## src/hw/rtl/zbtr_pkg.sv

```systemverilog
`timescale 1ns / 1ps
// ----------------------------------------------------------------------------
// zbtr_pkg
// Shared types and constants of the z-buffer triangle rasterizer.
// ----------------------------------------------------------------------------
package zbtr_pkg;

  localparam int DEF_CANVAS_WIDTH  = 64;
  localparam int DEF_CANVAS_HEIGHT = 64;

  localparam int CW = 16;  // coordinate width, Q12.4
  localparam int ZW = 24;  // depth width
  localparam int VW = 26;  // interpolated value width
  localparam int NW = 17;  // numerator and divisor width
  localparam int PW = 42;  // product width
  localparam int KW = 13;  // pixel count width

  localparam logic [ZW-1:0] DEPTH_MAX = {ZW{1'b1}};
  localparam logic [KW-1:0] COUNT_MAX = {KW{1'b1}};

  localparam logic [1:0] KIND_DRAW  = 2'd0;
  localparam logic [1:0] KIND_CLEAR = 2'd1;
  localparam logic [1:0] KIND_READ  = 2'd2;

  localparam logic REG_BG_COLOR    = 1'b0;
  localparam logic REG_CLEAR_DEPTH = 1'b1;

  typedef struct packed {
    logic signed [CW-1:0] x;
    logic signed [CW-1:0] y;
    logic [ZW-1:0]        z;
  } vtx_t;

  typedef struct packed {
    logic signed [VW-1:0] a;
    logic signed [VW-1:0] b;
    logic [NW-1:0]        num;
    logic [NW-1:0]        den;
  } lerp_req_t;

endpackage

```

## src/hw/rtl/zbtr_lerp.sv

```systemverilog
`timescale 1ns / 1ps
// ----------------------------------------------------------------------------
// zbtr_lerp
// Shared interpolation unit: a + floor((b - a) * num / den), den > 0,
// by a shift-add multiply and a restoring divide, one bit per cycle.
// ----------------------------------------------------------------------------
module zbtr_lerp import zbtr_pkg::*; (
  input  logic                 clk,
  input  logic                 rst,
  input  logic                 start,
  input  lerp_req_t            req,
  output logic                 busy,
  output logic                 done,
  output logic signed [VW-1:0] result
);

  typedef enum logic [1:0] {L_IDLE, L_MUL, L_DIV, L_FIX} lstate_t;

  lstate_t              state;
  logic signed [VW-1:0] base;
  logic                 neg;
  logic [PW-1:0]        mag;
  logic [NW-1:0]        mul_src;
  logic [PW-1:0]        prod;
  logic [NW-1:0]        rem;
  logic [NW-1:0]        den;
  logic [5:0]           cnt;

  logic signed [VW:0]   diff;
  logic [VW:0]          diff_abs;
  logic [NW:0]          trial;
  logic                 fits;
  logic signed [VW:0]   quot;
  logic signed [VW:0]   adj;
  logic signed [VW:0]   sum;

  assign busy = (state != L_IDLE);

  always_comb begin
    diff     = (VW+1)'(req.b) - (VW+1)'(req.a);
    diff_abs = diff[VW] ? (VW+1)'(-diff) : (VW+1)'(diff);
    trial    = {rem, prod[PW-1]};
    fits     = (trial >= {1'b0, den});
    quot     = (VW+1)'(prod[VW-1:0]);
    adj      = neg ? -(quot + (VW+1)'(rem != '0)) : quot;
    sum      = (VW+1)'(base) + adj;
  end

  always_ff @(posedge clk) begin
    if (rst) begin
      state <= L_IDLE;
      done  <= 1'b0;
    end else begin
      done <= 1'b0;
      case (state)
        L_IDLE: begin
          if (start) begin
            base    <= req.a;
            neg     <= diff[VW];
            mag     <= PW'(diff_abs);
            mul_src <= req.num;
            den     <= req.den;
            prod    <= '0;
            cnt     <= '0;
            state   <= L_MUL;
          end
        end
        L_MUL: begin
          if (mul_src[0]) prod <= prod + mag;
          mag     <= mag << 1;
          mul_src <= mul_src >> 1;
          cnt     <= cnt + 6'd1;
          if (cnt == 6'(NW-1)) begin
            cnt   <= '0;
            rem   <= '0;
            state <= L_DIV;
          end
        end
        L_DIV: begin
          rem  <= fits ? NW'(trial - {1'b0, den}) : trial[NW-1:0];
          prod <= {prod[PW-2:0], fits};
          cnt  <= cnt + 6'd1;
          if (cnt == 6'(PW-1)) state <= L_FIX;
        end
        L_FIX: begin
          result <= sum[VW-1:0];
          done   <= 1'b1;
          state  <= L_IDLE;
        end
        default: state <= L_IDLE;
      endcase
    end
  end

  a_start_busy: assert property (@(posedge clk) disable iff (rst) start |=> busy)
    else $error("unit not busy after start");
  a_done_idle: assert property (@(posedge clk) disable iff (rst) done |-> !busy)
    else $error("done while busy");
  a_rem_bound: assert property (@(posedge clk) disable iff (rst)
    (state == L_DIV) |-> (rem < den))
    else $error("remainder not below divisor");

endmodule

```

## config.mk

```make
export PLATFORM = sky130hd
export DESIGN_NAME = zbtr_lerp
export DESIGN_NICKNAME = d
export VERILOG_FILES = /design/src/hw/rtl/zbtr_pkg.sv /design/src/hw/rtl/zbtr_lerp.sv
export SDC_FILE = /design/constraint.sdc
export NUM_CORES = 1
export LEC_CHECK = 0
export BUFFER_PORTS_ARGS = -buffer_cell sky130_fd_sc_hd__buf_2
export CORE_MARGIN = 4
export CORE_UTILIZATION = 50
export DETAILED_ROUTE_END_ITERATION = 7
export MAX_ROUTING_LAYER = met4
export PLACE_DENSITY = 0.68
export SLEW_MARGIN = 20
export SYNTH_ARGS = -nofsm -noshare
export SYNTH_HDL_FRONTEND = slang
export SYNTH_SLANG_ARGS = --single-unit
```

## constraint.sdc

```tcl
create_clock -name clk -period 10.2 [get_ports clk]
set_input_delay 2.55 -clock clk [delete_from_list [all_inputs] [get_ports clk]]
set_output_delay 2.55 -clock clk [all_outputs]
set_load 0.02 [all_outputs]
```

==> run_results.csv, run 1 <==
group,metric,value,unit
sta,period_needed,6.27,ns
run,maxCapViolCount,0,
synth,async_reset_ff_share,0,%
cells_and_area,nets,1964,
sta,fin_ws,3.93,ns
synth,synthesis.area,15500,µm²
route,viasPerCell,5.87,
setup_path,critical_path_buf_inv_count,0,
sta,slew_viol_final,0,
synth,syn_avg_cell_area,9.51,µm²
hold_path,hp-class,"flop to flop",
route,drc,0,
route,routed_wl,37300,µm
clock_network,clkTransAtPathRegs,0.08,ns
synth,synth.most_common_cell,"edfxtp_1",
synth,synth_warnings,0,
floorplan,dieArea,33900,µm²
floorplan,die_y,184,µm
placement,pre_cts_ws,3.70,ns
route,firstDrtPassIters,5,
setup_path,slowest_delay,0.60,ns
clock_network,cts_tree,"done",
global_route,grt_pass1_wl,61300,µm
synth,synth_cell_types,81,
setup_path,start_kind,"flop",
setup_path,endpoint_kind,"flop",
floorplan,pin_count,117,
route,via_count,12529,
route,drt-initial-drc-count,951,
power_and_ir_drop,power,4.50,mW
synth,yosysSeqAreaShare,38.0,%
placement,gp_congestion,0.915,
floorplan,coreArea,30600,µm²
synth,synth_seq_cells,197,
setup_path,worst_ep_arrival_time,6.46,ns
synth,synth_top_area_cell,"edfxtp_1",
synth,synth_commonest_cells,"edfxtp_1 (194), ha_1 (145), nand2_1 (120), inv_1 (119), a21oi_1 (113)",
placement,hpwl,28800,µm
floorplan,die_x,184,µm
sta,fin_worst_skew,0.0104,ns
placement,port_buffers,116,
setup_path,required,10.39,ns
power_and_ir_drop,p_comb_share,56.0,%
power_and_ir_drop,power.switching,1.89,mW
run_status,status,"complete, no violations",
global_route,antenna_found_initial,0,
cells_and_area,area_growth,10.1,%
clock_network,ctsHtreeMaxLevel,4,
setup_path,path_max_fanout,6,
synth,syn_inst,1629,
synth,ys_top_cells_by_area,"edfxtp_1 (38%), ha_1 (12%), xnor2_1 (5.0%)",
global_route,gr-usage-all-layers,22.8,%
floorplan,initial_core_util,50.6,%
synth,synth_nets,1867,
power_and_ir_drop,netSwitchingFraction,41.9,%
clock_network,cts_hold_buffers,0,
cells_and_area,fillers,2750,
cells_and_area,n_antenna_cell,0,
clock_network,cts_buffer_depth,2,
clock_network,clk_root_buffer_cell,"clkbuf_16",
sta,slew_headroom,30.0,%
global_route,grt_overflow,0,
sta,tns,0,ns
sta,fin_crit_sh,61.5,%
global_route,grt_pass1_vias,11992,
setup_path,crit_type,"flop to flop",
floorplan,num_rows,64,
power_and_ir_drop,clkPwrFrac,14.9,%
sta,tightest_slew,1.04,ns
clock_network,cts.repair.resized,0,
sta,hold_viol,0,
synth,synth_edf_count,194,
clock_network,post_cts_buffers,0,
route,routedWlPerCell,17.5,µm
sta,setup_viol,0,
power_and_ir_drop,seqPwrFrac,29.1,%
cells_and_area,final_util,55.8,%
clock_network,cts_buffers,17,
synth,synth_ff_type,"edfxtp_1",
synth,yosysTopAreaCellShare,37.6,%
sta,grt_setup_unrepaired,"false",
sta,fmax,159,MHz
power_and_ir_drop,ir_drop,148,µV
clock_network,cts.sinks,197,
power_and_ir_drop,p_int,2.61,mW
cells_and_area,drive_gt1_share,12.9,%
setup_path,cp_top_family,"compound AO/OA/AOI/OAI gates",
route,drtAntennaViolNets,0,
clock_network,clk_latency,0.45,ns
setup_path,critical-path-slowest-cell,"nor4_1",
global_route,grt_max_degree,77,
power_and_ir_drop,power_density,264,nW/µm²
power_and_ir_drop,p_leak,6.96,nW
==> through the flow <==
step,instance area [µm²],std cells,hold slack [ns]
detailed placement,16500,2103,0.536
global route,17100,2135,0.574
global placement,16500,2103,0.529
finish,17100,2135,0.551
floorplan,15500,1629,0.515
CTS,17100,2135,0.556
==> power groups by stage <==
stage	logic, mW	registers, mW	clock network [mW]
after floorplan	2.00	1.29	0
after global placement	2.44	1.32	0
after detailed placement	2.49	1.32	0
after CTS	2.51	1.31	0.686
after global routing	2.83	1.33	0.725
final	2.52	1.31	0.670
==> layout make-up <==
class / instances / area (µm²) / share of cell area, %
Clock buffer: 17 / 425 / 2.49
Inverter: 119 / 447 / 2.62
Timing Repair Buffer: 127 / 663 / 3.89
Multi-Input combinational cell: 1264 / 8990 / 52.7
Clock inverter: 15 / 150 / 0.880
Sequential cell: 197 / 5890 / 34.5
Tap cell: 396 / 495 / 2.90
==> logic make-up (layout without fill, tap and decap cells) <==
logic type,after synthesis,count (layout),share of synthesized area (%)
flops,197,197,38.0
buf+inv,168,278,4.09
simple gates,455,455,14.5
xor+xnor,124,124,7.01
compound gates,493,493,21.1
fa+ha+maj,149,149,12.2
mux,43,43,3.07
==> registers in the layout, summed over array words and instances, names as in the netlist <==
name	cells
den	17
mag	42
done	1
prod	42
cnt	6
result	26
base	26
neg	1
state	2
mul_src	17
rem	17
==> metal layers <==
layer  GRT usage, %  vias to the layer above  part of all wire [%]
met4           4.20                        0                  0.83
li1               -                     6268                     -
met3           3.01                       22                   5.1
met1           33.9                     5906                    50
met5              -                        -                     0
met2           33.7                      333                    44
==> final timing paths <==
kind	slack [ns]	to	start	cells past startpoint
max	3.93	result[25]	rem[5]	26
min	0.55	mul_src[13]	mul_src[14]	1
max reg2reg	3.93	result[25]	rem[5]	26
min reg2reg	0.55	mul_src[13]	mul_src[14]	1
==> cells in the final DEF, fill, tap and decap left out, types with 16 or more instances in the layout <==
master / instances
a211oi_1: 26
a21o_1: 49
a21oi_1: 113
a22oi_1: 19
a31oi_1: 16
and2_1: 24
buf_2: 116
clkbuf_16: 17
edfxtp_1: 194
ha_1: 144
inv_1: 118
mux2_2: 32
nand2_1: 120
nand3_1: 43
nor2_1: 108
nor2b_1: 37
nor3_1: 30
o21a_1: 28
o21ai_0: 108
xnor2_1: 88
xor2_1: 36
(Power assumes the default switching activity.)
==> run 2: changes to the inputs <==
- clock period: 10.2 -> 6.1 ns (I/O delays scaled with it)
==> run 2 against run 1 <==
Effect of this change: wire length down 1.9%; worst hold slack better by 0.00094 ns; maximum frequency up 8.8%; count of clock-buffer cells in the layout unchanged; critical path type unchanged; design area up 0.89%; register-to-register slack worse by 3.6 ns; sequential share of layout area down 0.30 points; critical endpoint unchanged; sequential power up 67%; first-iteration DRC count down 9.7%.
==> run_results.csv, run 2 (synthesized netlist as in run 1, its figures left out) <==
group,metric,value,unit
setup_path,critical_path_buf_inv_count,1,
placement,placed_area,16500,µm²
clock_network,clk_root_buffer_cell,"clkbuf_16",
power_and_ir_drop,power_density,441,nW/µm²
floorplan,num_rows,64,
global_route,grt_overflow,0,
cells_and_area,fillers,2766,
sta,tightest_slew,1.03,ns
sta,setup_viol,0,
power_and_ir_drop,power.switching,3.16,mW
floorplan,die_x,184,µm
power_and_ir_drop,ir_drop,255,µV
cells_and_area,final_common_cell,"edfxtp_1",
floorplan,coreArea,30600,µm²
power_and_ir_drop,clkPwrFrac,14.7,%
cells_and_area,drive_gt1_share,14.0,%
route,routedWlPerCell,17.0,µm
hold_path,whs_endpoint,"prod[36]",
sta,fin_crit_sh,94.5,%
power_and_ir_drop,power,7.59,mW
global_route,grt_pass1_vias,11681,
clock_network,clk_latency,0.45,ns
setup_path,slowest_delay,0.44,ns
route,drtAntennaViolNets,0,
setup_path,start_kind,"flop",
setup_path,critical-path-slowest-cell,"edfxtp_1",
sta,fmax,173,MHz
power_and_ir_drop,p_int,4.43,mW
cells_and_area,mostFrequentLayoutCells,"edfxtp_1 (194), ha_1 (143), nand2_1 (120)",
power_and_ir_drop,netSwitchingFraction,41.7,%
sta,period_needed,5.77,ns
cells_and_area,top_regs,"mag (42), prod (42)",
sta,fin_ws,0.335,ns
sta,fin_worst_skew,0.0150,ns
placement,dpl.cell_count,2110,
sta,hold_viol,0,
power_and_ir_drop,seqPwrFrac,28.8,%
cells_and_area,fin_area,17200,µm²
cells_and_area,nets,1976,
route,via_count,12430,
setup_path,worst_ep_arrival_time,5.97,ns
setup_path,path_max_fanout,3,
floorplan,die_y,184,µm
cells_and_area,final_util,56.3,%
floorplan,initial_core_util,50.6,%
clock_network,cts_tree,"done",
placement,pre_cts_ws,-0.114,ns
power_and_ir_drop,p_leak,7.03,nW
clock_network,cts_buffers,17,
setup_path,endpoint_kind,"flop",
route,drt-initial-drc-count,859,
cells_and_area,n_antenna_cell,0,
placement,port_buffers,116,
route,routed_wl,36600,µm
setup_path,cp_top_family,"compound AO/OA/AOI/OAI gates",
route,drc,0,
floorplan,dieArea,33900,µm²
hold_path,hold_depth,2,
power_and_ir_drop,p_comb_share,56.5,%
clock_network,cts_hold_buffers,0,
setup_path,required,6.30,ns
hold_path,hp-class,"flop to flop",
clock_network,cts_buffer_depth,2,
global_route,gr-usage-all-layers,22.2,%
clock_network,ctsHtreeMaxLevel,4,
clock_network,cts.sinks,197,
setup_path,r2r_start,"rem[15]",
sta,slew_headroom,30.7,%
global_route,antenna_found_initial,0,
clock_network,clkTransAtPathRegs,0.08,ns
cells_and_area,area_growth,11.1,%
setup_path,reg2reg_to,"result[25]",
global_route,grt_max_degree,77,
hold_path,hp-start,"prod[35]",
route,viasPerCell,5.79,
run_status,status,"complete, no violations",
run,maxCapViolCount,0,
setup_path,crit_type,"flop to flop",
global_route,grt_pass1_wl,59400,µm
setup_path,rrSetupSlack,0.33,ns
placement,hpwl,28300,µm
cells_and_area,final_cells,2147,
route,firstDrtPassIters,5,
placement,gp_congestion,0.930,
sta,slew_viol_final,0,
setup_path,r2r_cells,27,
floorplan,pin_count,117,
## run 2: metal layers
layer	share of wire (%)	GRT usage (%)	vias up	routed length [µm]
li1	-	-	6282	-
met5	0	-	-	0
met2	43	32.8	309	15700
met1	51	33.0	5808	18600
met3	5.0	2.67	31	1830
met4	1.1	4.61	0	393
## run 2: worst max-delay path by stage
stage,start,end,slack (ns),cells after the start
4_1_cts,rem[4],result[25],0.08,26
5_1_grt,rem[15],result[25],-0.005,27
6_report,rem[15],result[25],0.33,27
2_1_floorplan,rst,base[0],0.83,1
3_5_place_dp,rem[4],result[25],-0.11,26
3_3_place_gp,rem[16],result[25],-0.05,27
## run 2: worst reg2reg max path: stages, from the launching register on
cell,delay (ns)
edfxtp_1,0.44
nor4_2,0.34
nand4_1,0.19
nor4_4,0.40
ha_2,0.24
ha_1,0.16
a211o_1,0.16
a21o_1,0.12
a21o_1,0.18
a311oi_2,0.13
nor2_1,0.16
o21ai_0,0.10
nand2b_1,0.09
a21oi_1,0.08
xnor2_1,0.13
mux2i_1,0.20
ha_1,0.30
buf_4,0.15
nand4_1,0.12
nor2_1,0.07
o21ai_1,0.15
nand2_1,0.07
a221o_1,0.36
a2111oi_4,0.32
or3_4,0.20
a211oi_2,0.07
a2111o_1,0.40
o32a_1,0.17
## run 2: what timing repair did
item | in CTS | in global routing
endpoints found under the setup margin | 1 | 1
buffers inserted | 0 | 5
pin swaps | 0 | 12
gates resized for setup | 1 | 12
## run 2: metrics by stage
stage / TNS, ns / hold WS, ns
5_1_grt: -0.00537 / 0.572
4_1_cts: 0 / 0.554
3_3_place_gp: -0.0470 / 0.530
2_1_floorplan: 0 / 0.515
6_report: 0 / 0.552
3_5_place_dp: -0.114 / 0.537
## run 2: area by class of cell
| class | instances | area (µm²) | area share, % |
|---|---|---|---|
| clock buffers | 17 | 425 | 2.47 |
| repair buffers | 139 | 753 | 4.38 |
| inverters | 119 | 447 | 2.60 |
| clock inverters | 15 | 146 | 0.851 |
| flip-flops and latches | 197 | 5890 | 34.2 |
| well taps | 396 | 495 | 2.88 |
| multi-input cells | 1264 | 9060 | 52.6 |
## run 2: power by group through the flow
stage | Combinational [mW] | Sequential (mW) | Clock (mW)
after global placement | 4.09 | 2.20 | 0
after global routing | 4.82 | 2.22 | 1.20
after CTS | 4.19 | 2.18 | 1.14
after floorplan | 3.34 | 2.16 | 0
final | 4.29 | 2.19 | 1.11
after detailed placement | 4.16 | 2.21 | 0
==> run 3: changes to the inputs <==
- RECOVER_POWER: default -> 100
==> run 3 against run 2 <==
Effect of this change: count of clock-buffer cells in the layout did not move; global-route usage did not move; critical endpoint unchanged; highest routed layer unchanged; the run now ends with capacitance limit, slew limit left; non-clock buffer count did not move.
==> run_results.csv, run 3 (synthesized netlist as in run 1, its figures left out) <==
group,metric,value,unit
route,firstDrtPassIters,6,
route,routedWlPerCell,17.1,µm
clock_network,cts_buffer_depth,2,
floorplan,die_y,184,µm
global_route,grt_pass1_vias,11681,
route,routed_wl,36700,µm
cells_and_area,top_regs,"mag (42), prod (42)",
setup_path,path_max_fanout,7,
cells_and_area,nets,1976,
global_route,antenna_found_initial,0,
setup_path,slowest_delay,0.56,ns
floorplan,initial_core_util,50.6,%
clock_network,clk_root_buffer_cell,"clkbuf_16",
sta,fin_worst_skew,0.0187,ns
sta,period_needed,5.72,ns
route,top_layer_used,"met4",
route,met1_length,18600,µm
setup_path,critical-path-slowest-cell,"o41ai_1",
placement,gp_congestion,0.930,
route,viasPerCell,5.79,
floorplan,coreArea,30600,µm²
global_route,gr-usage-all-layers,22.2,%
sta,hold_viol,0,
power_and_ir_drop,power,7.59,mW
sta,slew_headroom,-123,%
power_and_ir_drop,power_density,445,nW/µm²
setup_path,required,6.30,ns
sta,fin_crit_sh,93.8,%
run_status,violations,"capacitance limit, slew limit",
clock_network,ctsHtreeMaxLevel,4,
global_route,grt_pass1_wl,59400,µm
sta,fmax,175,MHz
hold_path,hp-class,"flop to flop",
cells_and_area,drive_gt1_share,9.88,%
sta,tightest_slew,3.35,ns
route,drc,0,
cells_and_area,area_growth,10.2,%
placement,port_buffers,116,
setup_path,worst_ep_arrival_time,5.92,ns
sta,slew_viol_final,184,
clock_network,cts.sinks,197,
cells_and_area,fillers,2812,
power_and_ir_drop,ir_drop,257,µV
route,wl_met3,1870,µm
global_route,grt_max_degree,77,
sta,grt_setup_unrepaired,"false",
route,drt-initial-drc-count,916,
run,maxCapViolCount,4,
setup_path,crit_chain,"nor4_2 -> nand4_1 -> nor4_4 -> ha_1 -> ha_1 -> a211o_1 -> a21o_1 -> a21o_1 -> a311oi_2 -> o41ai_1 -> a21o_1 -> a41o_1 -> o41ai_1 -> xor2_1 -> mux2i_1 -> ha_1 -> nand3_1 -> or3_4 -> o2111a_1 -> a2111o_1 -> o32a_1",
setup_path,start_kind,"flop",
cells_and_area,final_common_cell,"edfxtp_1",
sta,setup_viol,0,
power_and_ir_drop,p_leak,6.84,nW
floorplan,die_x,184,µm
route,route.met2.wl,15800,µm
floorplan,dieArea,33900,µm²
cells_and_area,mostFrequentLayoutCells,"edfxtp_1 (194), ha_1 (145), nand2_1 (120)",
clock_network,cts_tree,"done",
floorplan,num_rows,64,
route,via_count,12425,
clock_network,cts_buffers,17,
placement,placed_area,16500,µm²
clock_network,clk_latency,0.46,ns
sta,tns,0,ns
cells_and_area,final_cells,2147,
cells_and_area,n_antenna_cell,0,
cells_and_area,fin_area,17100,µm²
setup_path,crit_type,"flop to flop",
clock_network,clkTransAtPathRegs,0.08,ns
route,drtAntennaViolNets,0,
setup_path,endpoint_kind,"flop",
global_route,grt_overflow,0,
run_status,status,"finished with violations",
placement,hpwl,28300,µm
floorplan,pin_count,117,
placement,dpl.cell_count,2110,
run 3: cell types whose count changed in the layout (fill, tap and decap cells not counted), sizes merged:
cell	change
buf	-66
clkbuf	+66
run 3: worst max-delay path: cells and delay by family, from the launching register on:
kind / cells / cell delay [ns]
XOR/XNOR: 1 / 0.14
flip-flops: 1 / 0.44
AND/OR/NAND/NOR: 5 / 1.49
adder cells (fa/ha/maj): 3 / 0.80
multiplexers: 1 / 0.10
AO/OA/AOI/OAI: 11 / 2.49
run 3: per-layer routing:
layer / up-vias / global-route usage, %
met4: 0 / 4.61
met2: 317 / 32.8
met3: 31 / 2.67
li1: 6285 / -
met5: - / -
met1: 5792 / 33.0
run 3: cell type report:
cell class,instances,area [µm²],share of cell area [%]
multi-input cells,1264,9020,52.9
flip-flops and latches,197,5890,34.5
repair buffers,139,648,3.80
well taps,396,495,2.90
inverters,119,447,2.62
clock buffers,17,425,2.49
clock inverters,15,146,0.858
run 3: per-stage QoR:
step                setup slack [ns]  util [%]  hold slack [ns]
finish                         0.381      55.8            0.552
detailed placement            -0.114      54.1            0.537
global route                 0.00982      55.8            0.572
floorplan                      0.835         -            0.515
CTS                           0.0755      56.0            0.554
global placement             -0.0470      54.1            0.530
run 3: path summary, 6_finish.rpt:
path               from          to  cells past startpoint  slack (ns)
max reg2reg     rem[15]  result[25]                     21        0.38
max             rem[15]  result[25]                     21        0.38
min reg2reg  mul_src[1]  mul_src[0]                      1        0.55
min          mul_src[1]  mul_src[0]                      1        0.55
run 3: power breakdown:
group / leakage [nW] / internal, mW / switching [mW] / total [mW]
registers: 1.85 / 1.99 / 0.204 / 2.20
clock network: 0.276 / 0.574 / 0.543 / 1.12
logic: 4.71 / 1.87 / 2.41 / 4.28
run 3: what timing repair did:
action / 4_1_cts / 5_1_grt
setup endpoints to repair: 1 / 1
gates cloned: 0 / 0
resized for setup: 1 / 12
buffers inserted: 0 / 5
hold buffers: 0 / 0
pin swaps: 0 / 12
